## config.mk

```make
export PLATFORM = sky130hd
export DESIGN_NAME = crc_append_and_check
export DESIGN_NICKNAME = d
export VERILOG_FILES = /design/src/sv/crcac_pkg.sv /design/src/sv/crcac_cell.sv /design/src/sv/crcac_out_fifo.sv /design/src/sv/crc_append_and_check.sv
export SDC_FILE = /design/constraint.sdc
export NUM_CORES = 1
export LEC_CHECK = 0
export BUFFER_PORTS_ARGS = -buffer_cell sky130_fd_sc_hd__buf_2
export CAP_MARGIN = 20
export CORE_MARGIN = 2
export CORE_UTILIZATION = 35
export CTS_CLUSTER_SIZE = 14
export DETAILED_ROUTE_END_ITERATION = 7
export PLACE_DENSITY = 0.52
export SYNTH_ARGS = -nofsm -noshare
export SYNTH_HDL_FRONTEND = slang
export SYNTH_SLANG_ARGS = --single-unit
```

## constraint.sdc

```tcl
create_clock -name i_clk -period 2.9 [get_ports i_clk]
set_input_delay 0.29 -clock i_clk [delete_from_list [all_inputs] [get_ports i_clk]]
set_output_delay 0.29 -clock i_clk [all_outputs]
set_load 0.02 [all_outputs]
```

## src/sv/crcac_pkg.sv

```systemverilog
// ----------------------------------------------------------------------------
// crcac_pkg: shared types and constants of the CRC append and check block
// Polynomial selector codes, polynomial and width tables, register
// indexes and the result item carried through the output queue.
// ----------------------------------------------------------------------------
package crcac_pkg;

    localparam int unsigned POLY_W = 24;   // widest polynomial in the set
    localparam int unsigned LEN_W  = 5;    // holds a CRC length up to 24
    localparam int unsigned SEL_W  = 3;
    localparam int unsigned CFG_IDX_W  = 2;
    localparam int unsigned CFG_DATA_W = 3;

    localparam logic [SEL_W-1:0] SEL_NONE   = 3'd0;
    localparam logic [SEL_W-1:0] SEL_CRC3   = 3'd1;
    localparam logic [SEL_W-1:0] SEL_CRC6   = 3'd2;
    localparam logic [SEL_W-1:0] SEL_CRC11  = 3'd3;
    localparam logic [SEL_W-1:0] SEL_CRC16  = 3'd4;
    localparam logic [SEL_W-1:0] SEL_CRC24C = 3'd5;

    localparam logic [CFG_IDX_W-1:0] CFG_CRC_SELECT = 2'd0;
    localparam logic [CFG_IDX_W-1:0] CFG_CHECK_MODE = 2'd1;

    typedef struct packed {
        logic out_bit;
        logic is_parity;
        logic crc_fail;
        logic run_last;
    } t_result;

    // Broadcast to every cell of the remainder chain.
    typedef struct packed {
        logic             adv;    // take the next value this cycle
        logic             clear;  // frame end: drop the remainder
        logic             fb;     // feedback into the polynomial taps
        logic [LEN_W-1:0] len;    // cells at or above len read as zero
    } t_cell_ctl;

    function automatic logic [POLY_W-1:0] poly_of(input logic [SEL_W-1:0] sel);
        logic [POLY_W-1:0] p;
        case (sel)
            SEL_CRC3:   p = 24'h000003;
            SEL_CRC6:   p = 24'h000021;
            SEL_CRC11:  p = 24'h000621;
            SEL_CRC16:  p = 24'h001021;
            SEL_CRC24C: p = 24'hB2B117;
            default:    p = 24'h000000;
        endcase
        return p;
    endfunction

    function automatic logic [LEN_W-1:0] len_of(input logic [SEL_W-1:0] sel);
        logic [LEN_W-1:0] l;
        case (sel)
            SEL_CRC3:   l = 5'd3;
            SEL_CRC6:   l = 5'd6;
            SEL_CRC11:  l = 5'd11;
            SEL_CRC16:  l = 5'd16;
            SEL_CRC24C: l = 5'd24;
            default:    l = 5'd0;
        endcase
        return l;
    endfunction

endpackage

```

## src/sv/crcac_cell.sv

```systemverilog
// ----------------------------------------------------------------------------
// crcac_cell: one bit of the CRC remainder chain
// Takes the bit of its lower neighbor, xors in the feedback where the
// polynomial has a tap, and reads as zero above the selected length.
// ----------------------------------------------------------------------------
module crcac_cell #(
    parameter int INDEX = 0
) (
    input  logic                 i_clk,
    input  logic                 i_rst_n,
    input  crcac_pkg::t_cell_ctl i_ctl,
    input  logic                 i_tap,
    input  logic                 i_lower,
    output logic                 o_bit,
    output logic                 o_step
);

    logic r_bit;
    logic n_bit;

    assign o_step = (int'(i_ctl.len) > INDEX) ? (i_lower ^ (i_ctl.fb & i_tap)) : 1'b0;

    always_comb begin
        n_bit = r_bit;
        if (i_ctl.adv) begin
            n_bit = i_ctl.clear ? 1'b0 : o_step;
        end
    end

    always_ff @(posedge i_clk) begin
        if (!i_rst_n) begin
            r_bit <= 1'b0;
        end else begin
            r_bit <= n_bit;
        end
    end

    assign o_bit = r_bit;

endmodule

```

## src/sv/crcac_out_fifo.sv

```systemverilog
// ----------------------------------------------------------------------------
// crcac_out_fifo: two-entry result queue
// Parts the result stream from the downstream stall; full is registered.
// ----------------------------------------------------------------------------
module crcac_out_fifo (
    input  logic               i_clk,
    input  logic               i_rst_n,
    input  logic               i_push,
    input  crcac_pkg::t_result i_data,
    input  logic               i_pop_stall,
    output logic               o_valid,
    output crcac_pkg::t_result o_data,
    output logic               o_full
);

    crcac_pkg::t_result r_mem [2];
    logic               r_wr;
    logic               r_rd;
    logic [1:0]         r_cnt;
    logic               pop;
    logic [1:0]         n_cnt;

    assign o_valid = (r_cnt != 2'd0);
    assign o_full  = (r_cnt == 2'd2);
    assign o_data  = r_mem[r_rd];
    assign pop     = o_valid & ~i_pop_stall;

    always_comb begin
        n_cnt = r_cnt;
        if (i_push && !pop) begin
            n_cnt = r_cnt + 2'd1;
        end else if (!i_push && pop) begin
            n_cnt = r_cnt - 2'd1;
        end
    end

    always_ff @(posedge i_clk) begin
        if (!i_rst_n) begin
            r_wr  <= 1'b0;
            r_rd  <= 1'b0;
            r_cnt <= 2'd0;
        end else begin
            r_cnt <= n_cnt;
            if (i_push) begin
                r_wr <= ~r_wr;
            end
            if (pop) begin
                r_rd <= ~r_rd;
            end
        end
    end

    always_ff @(posedge i_clk) begin
        if (i_push) begin
            r_mem[r_wr] <= i_data;
        end
    end

endmodule

```

## src/sv/crc_append_and_check.sv

```systemverilog
// ----------------------------------------------------------------------------
// crc_append_and_check: bit-serial CRC encoder and checker
// Remainder held in a chain of one-bit cells; results leave through a
// two-entry queue.
// ----------------------------------------------------------------------------
// One input item is taken per cycle unless the input is stalled. In encode
// mode a frame-ending item with a CRC selected is followed by L parity
// results (L = 3, 6, 11, 16 or 24), during which the parity sequencer
// shifts the remainder chain out MSB first and the input is stalled.
// Results pass through a two-entry output queue, so the input stall comes
// from the registered queue-full flag and the parity tail, not from the
// downstream stall. No clearing pass is needed after reset.
// ----------------------------------------------------------------------------
module crc_append_and_check #(
    parameter int MAX_CRC_WIDTH = 24
) (
    input  logic                             i_clk,
    input  logic                             i_rst_n,
    input  logic                             i_cfg_we,
    input  logic [crcac_pkg::CFG_IDX_W-1:0]  i_cfg_index,
    input  logic [crcac_pkg::CFG_DATA_W-1:0] i_cfg_data,
    input  logic                             i_in_valid,
    output logic                             o_in_stall,
    input  logic                             i_data_bit,
    input  logic                             i_frame_last,
    output logic                             o_out_valid,
    input  logic                             i_out_stall,
    output logic                             o_out_bit,
    output logic                             o_is_parity,
    output logic                             o_crc_fail,
    output logic                             o_run_last
);

    localparam int CNT_W = $clog2(MAX_CRC_WIDTH + 1);

    logic [crcac_pkg::SEL_W-1:0] r_sel;
    logic                        r_check;
    logic [CNT_W-1:0]            r_tail_cnt;

    logic [crcac_pkg::LEN_W-1:0] len;
    logic [MAX_CRC_WIDTH-1:0]    poly;
    logic [MAX_CRC_WIDTH-1:0]    rem;
    logic [MAX_CRC_WIDTH-1:0]    step;
    logic                        msb;
    logic                        tail_active;
    logic                        tail_push;
    logic                        accept;
    logic                        full;
    logic                        push;
    crcac_pkg::t_cell_ctl        ctl;
    crcac_pkg::t_result          res;
    crcac_pkg::t_result          head;

    assign len  = crcac_pkg::len_of(r_sel);
    assign poly = MAX_CRC_WIDTH'(crcac_pkg::poly_of(r_sel));

    always_comb begin
        msb = 1'b0;
        for (int i = 0; i < MAX_CRC_WIDTH; i++) begin
            if (i + 1 == int'(len)) begin
                msb = rem[i];
            end
        end
    end

    assign tail_active = (r_tail_cnt != '0);
    assign tail_push   = tail_active & ~full;
    assign o_in_stall  = full | tail_active;
    assign accept      = i_in_valid & ~o_in_stall;
    assign push        = accept | tail_push;

    always_comb begin
        ctl.adv   = push;
        ctl.len   = len;
        ctl.clear = accept & i_frame_last & (r_check | (len == '0));
        // Parity tail shifts with no feedback.
        if (tail_active) begin
            ctl.fb = 1'b0;
        end else if (r_check) begin
            ctl.fb = msb;
        end else begin
            ctl.fb = msb ^ i_data_bit;
        end
    end

    for (genvar g = 0; g < MAX_CRC_WIDTH; g++) begin : g_cell
        logic lower;
        if (g == 0) begin : g_bottom
            assign lower = r_check & i_data_bit & ~tail_active;
        end else begin : g_link
            assign lower = rem[g-1];
        end
        crcac_cell #(
            .INDEX (g)
        ) u_cell (
            .i_clk   (i_clk),
            .i_rst_n (i_rst_n),
            .i_ctl   (ctl),
            .i_tap   (poly[g]),
            .i_lower (lower),
            .o_bit   (rem[g]),
            .o_step  (step[g])
        );
    end

    always_comb begin
        if (tail_active) begin
            res.out_bit   = msb;
            res.is_parity = 1'b1;
            res.crc_fail  = 1'b0;
            res.run_last  = (r_tail_cnt == CNT_W'(1));
        end else if (r_check) begin
            res.out_bit   = 1'b0;
            res.is_parity = 1'b0;
            res.crc_fail  = i_frame_last & (|step);
            res.run_last  = 1'b1;
        end else begin
            res.out_bit   = i_data_bit;
            res.is_parity = 1'b0;
            res.crc_fail  = 1'b0;
            res.run_last  = ~(i_frame_last & (len != '0));
        end
    end

    always_ff @(posedge i_clk) begin
        if (!i_rst_n) begin
            r_sel      <= crcac_pkg::SEL_NONE;
            r_check    <= 1'b0;
            r_tail_cnt <= '0;
        end else begin
            if (i_cfg_we) begin
                case (i_cfg_index)
                    crcac_pkg::CFG_CRC_SELECT: r_sel   <= i_cfg_data;
                    crcac_pkg::CFG_CHECK_MODE: r_check <= i_cfg_data[0];
                    default: ;
                endcase
            end
            // Start the parity tail on an encoded frame end.
            if (accept && i_frame_last && !r_check) begin
                r_tail_cnt <= CNT_W'(len);
            end else if (tail_push) begin
                r_tail_cnt <= r_tail_cnt - CNT_W'(1);
            end
        end
    end

    crcac_out_fifo u_fifo (
        .i_clk       (i_clk),
        .i_rst_n     (i_rst_n),
        .i_push      (push),
        .i_data      (res),
        .i_pop_stall (i_out_stall),
        .o_valid     (o_out_valid),
        .o_data      (head),
        .o_full      (full)
    );

    assign o_out_bit   = head.out_bit;
    assign o_is_parity = head.is_parity;
    assign o_crc_fail  = head.crc_fail;
    assign o_run_last  = head.run_last;

endmodule

```

Yosys cells after proc, flatten, opt, wreduce, memory -nomap -nowiden
Memory sizes are Yosys's and may differ from the RTL's. A register that Yosys moved wholly into a read port is not among the register bits.
Index checks and enable logic that the tools add are counted.
{"block": "op_classes", "n_addsub": 3, "n_mul": 0, "div_mod_pow": 0, "n_lt_le_gt_ge": 24, "n_eq_ne": 32, "shifts": 0, "muxes": 86, "bitwise": 68, "n_reduce_logical": 17}
{"op": "one-hot mux 24 bit (5 select lines)", "n": 1}
{"op": "equality test 5 bit, first input constant", "n": 16}
{"op": "two-way mux 1 bit", "n": 78}
{"op": "greater-than comparator 5 x 4 -> 1 bit, second input constant", "n": 8}
{"op": "greater-than comparator 5 bit, second input constant", "n": 8}
{"op": "AND 1 bit", "n": 33}
{"op": "equality test 4 x 5 -> 1 bit, first input constant", "n": 5}
{"op": "one-hot mux 5 bit (5 select lines)", "n": 1}
{"op": "bitwise XOR 1 bit", "n": 25}
{"op": "OR reduction 24 bit", "n": 1}
{"op": "greater-than comparator 5 x 3 -> 1 bit, second input constant", "n": 4}
{"op": "equality test 3 x 5 -> 1 bit, first input constant", "n": 2}
{"op": "greater-than comparator 5 x 1 -> 1 bit, second input constant", "n": 2}
{"op": "greater-than comparator 5 x 2 -> 1 bit, second input constant", "n": 2}
{"op": "two-way mux 5 bit", "n": 2}
{"op": "nonzero test 5 bit", "n": 2}
{"op": "two-way mux 4 bit", "n": 2}
{"op": "inverter 1 bit", "n": 7}
{"op": "equality test 3 x 2 -> 1 bit, second input constant", "n": 2}
{"op": "equality test 3 bit, second input constant", "n": 2}
{"op": "nonzero test 2 bit", "n": 3}
{"op": "equality test 2 x 5 -> 1 bit, first input constant", "n": 1}
{"op": "equality test 5 x 1 -> 1 bit, second input constant", "n": 1}
{"op": "logical NOT 5 bit", "n": 1}
{"op": "12 further kinds", "n": 21}
{"block": "totals", "regBits": 37, "latchBits": 0, "ramBits": 8, "romBits": 0, "in_bits": 12, "output_inout_bits": 6, "mem_count": 1}
{"memory": "u_fifo.r_mem", "words": 2, "width": 4, "rd": 1, "rd_ports_with_merged_regs": 1, "write_ports": 1, "line_no": "crcac_out_fifo.sv:16", "rtl": "crcac_pkg::t_result r_mem [2];"}

Depth between registers and ports, before layout
{"block": "logic_depth", "word_depth": 37, "ltp_mapped": 12}

Hierarchy
Synthesis repeated with hierarchy kept, for this count alone.
{"block": "unflattened", "hier_cells": 335, "hier_area_um2": 3046.7}
{"mod": "crc_append_and_check", "instances": 1, "cells_each": 98, "area_per_inst_um2": 759.5, "seq_area_each_um2": 180.2}
{"mod": "crcac_out_fifo", "instances": 1, "cells_each": 34, "area_per_inst_um2": 510.5, "seq_area_each_um2": 340.3}
{"mod": "crcac_cell (g_cell[22].u_cell ...)", "instances": 3, "cells_each": 8, "area_per_inst_um2": 76.3, "seq_area_each_um2": 20.0}
{"mod": "crcac_cell (g_cell[19].u_cell ...)", "instances": 3, "cells_each": 8, "area_per_inst_um2": 63.8, "seq_area_each_um2": 20.0}
{"mod": "crcac_cell (g_cell[10].u_cell ...)", "instances": 2, "cells_each": 9, "area_per_inst_um2": 76.3, "seq_area_each_um2": 20.0}
{"mod": "crcac_cell (g_cell[11].u_cell ...)", "instances": 2, "cells_each": 8, "area_per_inst_um2": 68.8, "seq_area_each_um2": 20.0}
{"mod": "crcac_cell (g_cell[2].u_cell)", "instances": 1, "cells_each": 8, "area_per_inst_um2": 86.3, "seq_area_each_um2": 20.0}
{"mod": "crcac_cell (g_cell[1].u_cell)", "instances": 1, "cells_each": 8, "area_per_inst_um2": 85.1, "seq_area_each_um2": 20.0}
{"mod": "crcac_cell (g_cell[14].u_cell)", "instances": 1, "cells_each": 8, "area_per_inst_um2": 83.8, "seq_area_each_um2": 20.0}
{"mod": "crcac_cell (g_cell[4].u_cell)", "instances": 1, "cells_each": 9, "area_per_inst_um2": 82.6, "seq_area_each_um2": 20.0}
{"mod": "crcac_cell (g_cell[13].u_cell)", "instances": 1, "cells_each": 8, "area_per_inst_um2": 78.8, "seq_area_each_um2": 20.0}
{"mod": "crcac_cell (g_cell[16].u_cell)", "instances": 1, "cells_each": 10, "area_per_inst_um2": 76.3, "seq_area_each_um2": 20.0}
{"mod": "crcac_cell (g_cell[9].u_cell)", "instances": 1, "cells_each": 9, "area_per_inst_um2": 75.1, "seq_area_each_um2": 20.0}
{"mod": "crcac_cell (g_cell[18].u_cell)", "instances": 1, "cells_each": 10, "area_per_inst_um2": 73.8, "seq_area_each_um2": 20.0}
{"mod": "+6 rows"}

Least setup slack after synthesis
No wires, ideal clock.
{"block": "synth_timing", "path_type": "reg-to-reg", "from": "register r_tail_cnt[0]", "to": "register u_fifo.r_cnt[1]", "t_arrival_ns": 2.676, "t_required_ns": 2.824, "path_slack_ns": 0.148, "stages_incl_launch_ff": 11, "n_path_buf": 1, "path_cell_list": "dfxtp_1 > inv_1 > ha_1 > nor4b_4 > inv_2 > o21ai_1 > clkbuf_1 > inv_1 > ha_1 > or3_1 > a21boi_0"}
{"block": "synth_between", "elab_chain_len": 8, "elab_cells_between_ends": 11, "classes_between": "1 x mux; 5 x bitwise; 5 x reduce/logical"}
{"element": "from (decl)", "line_no": "crc_append_and_check.sv:38", "rtl": "logic [CNT_W-1:0] r_tail_cnt;"}
{"element": "from (signal assigned)", "line_no": "crc_append_and_check.sv:140", "rtl": "r_tail_cnt <= CNT_W'(len);"}
{"element": "from (signal assigned)", "line_no": "crc_append_and_check.sv:142", "rtl": "r_tail_cnt <= r_tail_cnt - CNT_W'(1);"}
{"element": "nonzero test 5 bit *", "line_no": "crc_append_and_check.sv:66", "rtl": "assign tail_active = (r_tail_cnt != '0);"}
{"element": "bitwise OR 1 bit", "line_no": "crc_append_and_check.sv:68", "rtl": "assign o_in_stall = full | tail_active;"}
{"element": "inverter 1 bit", "line_no": "crc_append_and_check.sv:69", "rtl": "assign accept = i_in_valid & ~o_in_stall;"}
{"element": "AND 1 bit", "line_no": "crc_append_and_check.sv:69"}
{"element": "bitwise OR 1 bit *", "line_no": "crc_append_and_check.sv:70", "rtl": "assign push = accept | tail_push;"}
{"element": "named net push", "line_no": "crc_append_and_check.sv:49", "rtl": "logic push;"}
{"element": "logical NOT 1 bit", "line_no": "crcac_out_fifo.sv:32", "rtl": "end else if (!i_push && pop) begin"}
{"element": "logical AND 1 bit", "line_no": "crcac_out_fifo.sv:32"}
{"element": "nonzero test 2 bit (no source line)"}
{"element": "to (signal assigned)", "line_no": "crcac_out_fifo.sv:43", "rtl": "r_cnt <= n_cnt;"}
{"element": "to (decl)", "line_no": "crcac_out_fifo.sv:19", "rtl": "logic [1:0] r_cnt;"}
Mark *: on every way through the listed nets, which the timed path passes. The rest lies on a longest branch.
A chain may end at the register's enable or synchronous reset.

==> impl_metrics.tcl <==
set metrics [dict create \
    status "complete, no violations" \
    power_density_nw_per_um2 796 \
    post-route-period-util 0.918 \
    clockBufferDepth 2 \
    vias 2147 \
    end_kind "flop" \
    cts.sinks 46 \
    cts_root_buf "clkbuf_8" \
    pin_count 18 \
    netlist.area_leader.share 0.300 \
    grt_max_degree 39 \
    max_freq_ghz 0.376 \
    synthTopCellsByArea "dfxtp_1, edfxtp_1, nor2b_1" \
    gp_congestion 0.912 \
    cp-start-kind "flop" \
    grt_pass1_vias 1996 \
    cts_htree_levels 2 \
    syn_avg_cell_area_sq_um 9.01 \
    syn_nets 297 \
    ctsHoldBuffers 0 \
    ant_nets 0 \
    worst_ep_arrival_time_ns 2.69 \
    worst_slew_pin_slew_ns 0.574 \
    drc_errors 0 \
    clk_pin_slew_ns 0.09 \
    reg2reg_slack_ns 0.24 \
    synth_cells 282 \
    final_net_count 323 \
    hold_viol_final 0 \
    report.final.slew_viol_count 0 \
    worst_slack_ns 0.237 \
    yosysWarnings 0 \
    ys_seq_area_frac 0.394 \
    hold_path_class "input port to flop" \
    mostFrequentLayoutCells "dfxtp_1, nor2b_1, nand2_1" \
    path_class "flop to flop" \
    worstPathCellList "inv_1, ha_2, nor4b_4, inv_2, buf_4, nor2_1, o21ai_1, buf_4, a211oi_1, a211oi_1, o31ai_1, and4bb_1, a31oi_1" \
    grt.overflow.total 0 \
    area_delta_synth_final_pct 14.7 \
    rows 31 \
    cp_top_family "compound AO/OA/AOI/OAI gates" \
    final_common_cell "dfxtp_1" \
    synth_top_cell_by_area "dfxtp_1" \
    dr.pass1.iters 4 \
    synth-edff-count 8 \
    place_ws_ns 0.175 \
    period_needed_ns 2.66 \
    portBuffers 17 \
    ys_types 52 \
    fp.dieW_um 89.2 \
    core_sq_um 7140 \
    p_leak_nw 1.08 \
    die_h_um 89.2 \
    maxCapViolCount 0 \
    initial_core_util 0.356 \
    cts_resized 0 \
    diodes 0 \
    gr-usage-all-layers 0.163 \
    tns_ns 0 \
    layout-drive-gt1-share 0.178 \
    synth_seq_cells 46 \
    cp_slowest_cell "dfxtp_1" \
    clk_latency_ns 0.30 \
    vias_per_cell 5.26 \
    dieArea_sq_um 7950 \
    setup_violations 0 \
    wl_per_cell_um 14.8 \
    grt_pass1_wl_um 10100 \
    routed_wl_um 6020 \
    post-cts-setup-buffers 0 \
    synthFlopType "dfxtp_1" \
    cp.required_ns 2.93 \
    cts_buffers 5 \
    grt_antenna_before_repair 0 \
    synthArstFlopShare 0 \
    path_max_fanout 6 \
    drt-initial-drc-count 106 \
    clock_skew_ns 0.00510 \
    rsz0062_at_grt "false" \
    hpwlAfterDp_um 4390 \
    ir_worst_vdd_uv 270 \
    slew_headroom 0.617 \
    cp_num_buf_inv 4 \
    slowest_delay_ns 0.34 \
    synthesis.area_sq_um 2540 \
    cts_tree "built" \
]
[power by group]
part           leakage [nW]  switching [mW]  internal (mW)
clock network        0.0579           0.222          0.254
registers             0.386          0.0738          0.790
logic                 0.635           0.589          0.391
[path summary, 6_finish.rpt]
kind / startpoint / to / cells after the start
worst min register to register: g_cell[8].u_cell.o_bit$_SDFFE_PN0P_ / g_cell[8].u_cell.o_bit$_SDFFE_PN0P_ / 2
worst max register to register: r_tail_cnt[0]$_SDFFE_PN0P_ / u_fifo.r_mem[0][1]$_DFFE_PP_ / 13
worst max-delay path: r_tail_cnt[0]$_SDFFE_PN0P_ / u_fifo.r_mem[0][1]$_DFFE_PP_ / 13
worst min-delay path: i_cfg_data[0] / r_check$_SDFFE_PN0P_ / 3
[logic make-up after synthesis]
family / count (synthesis) / synth area share
multiplexers: 11 / 0.0458
XOR/XNOR: 19 / 0.0655
AO/OA/AOI/OAI: 77 / 0.207
AND/OR/NAND/NOR: 108 / 0.239
buffers and inverters: 18 / 0.0335
flip-flops: 46 / 0.394
adder cells (fa/ha/maj): 3 / 0.0148
[flip-flops by register name, summed over array words and instances, names as in the netlist, named ones only]
| signal | flops |
|---|---|
| r_sel | 3 |
| u_fifo.r_wr | 1 |
| u_fifo.r_mem | 8 |
| u_fifo.r_cnt | 2 |
| u_fifo.r_rd | 1 |
| r_tail_cnt | 5 |
| g_cell.u_cell.o_bit | 24 |
| r_check | 1 |
[worst reg2reg max path, stage by stage (launching register included)]
cell and delay (ns):
dfxtp_1 0.34, inv_1 0.09, ha_2 0.23, nor4b_4 0.24, inv_2 0.06, buf_4 0.16, nor2_1 0.19, o21ai_1 0.16
buf_4 0.19, a211oi_1 0.23, a211oi_1 0.08, o31ai_1 0.09, and4bb_1 0.22, a31oi_1 0.11
[routing by layer]
layer  track usage  vias up  wire length [um]
li1              -     1064                 -
met1         0.236     1026              3030
met2         0.252       52              2680
met3        0.0286        5               243
met4        0.0393        0                68
met5             0        -                 0
[cell usage after synthesis, types with 2 or more instances]
master     n
a22oi_1   16
xnor2_1    7
dfxtp_1   38
edfxtp_1   8
inv_1      4
buf_2      2
a21o_1     2
nor2_1    18
a211oi_1   3
o211ai_1   2
nand3_1    4
nand4_1    3
a31oi_1    2
and2_1    10
o21a_1     4
a21boi_0   2
a32oi_1    4
ha_1       3
a21oi_1   17
clkbuf_1   8
nor2b_1   31
nand2_1   20
mux2_2     5
buf_6      2
o21ai_1    3
o21ai_0   12
nor4_1     2
mux2i_1    6
xor2_1    12
nand2b_1   5
nor4b_1    2
nor3_1     5
[layout make-up]
class	count	area, sq um
Multi-Input combinational cell	218	1460
Timing Repair Buffer	32	198
Inverter	5	18.8
Clock buffer	5	68.8
Sequential cell	46	1000
Tap cell	99	124
Fill cell	752	4220
Clock inverter	3	40.0
[through the flow]
step	std cells	area, sq um	hold slack [ns]	power, mW	utilization
after global routing	408	2910	0.279	2.47	0.408
after CTS	408	2910	0.265	2.33	0.407
final	408	2910	0.264	2.32	0.408
after detailed placement	400	2800	0.516	1.86	0.392
after floorplan	282	2540	0.456	1.59	-
after global placement	400	2800	0.510	1.85	0.392
Power figures use the tool's default switching activity.
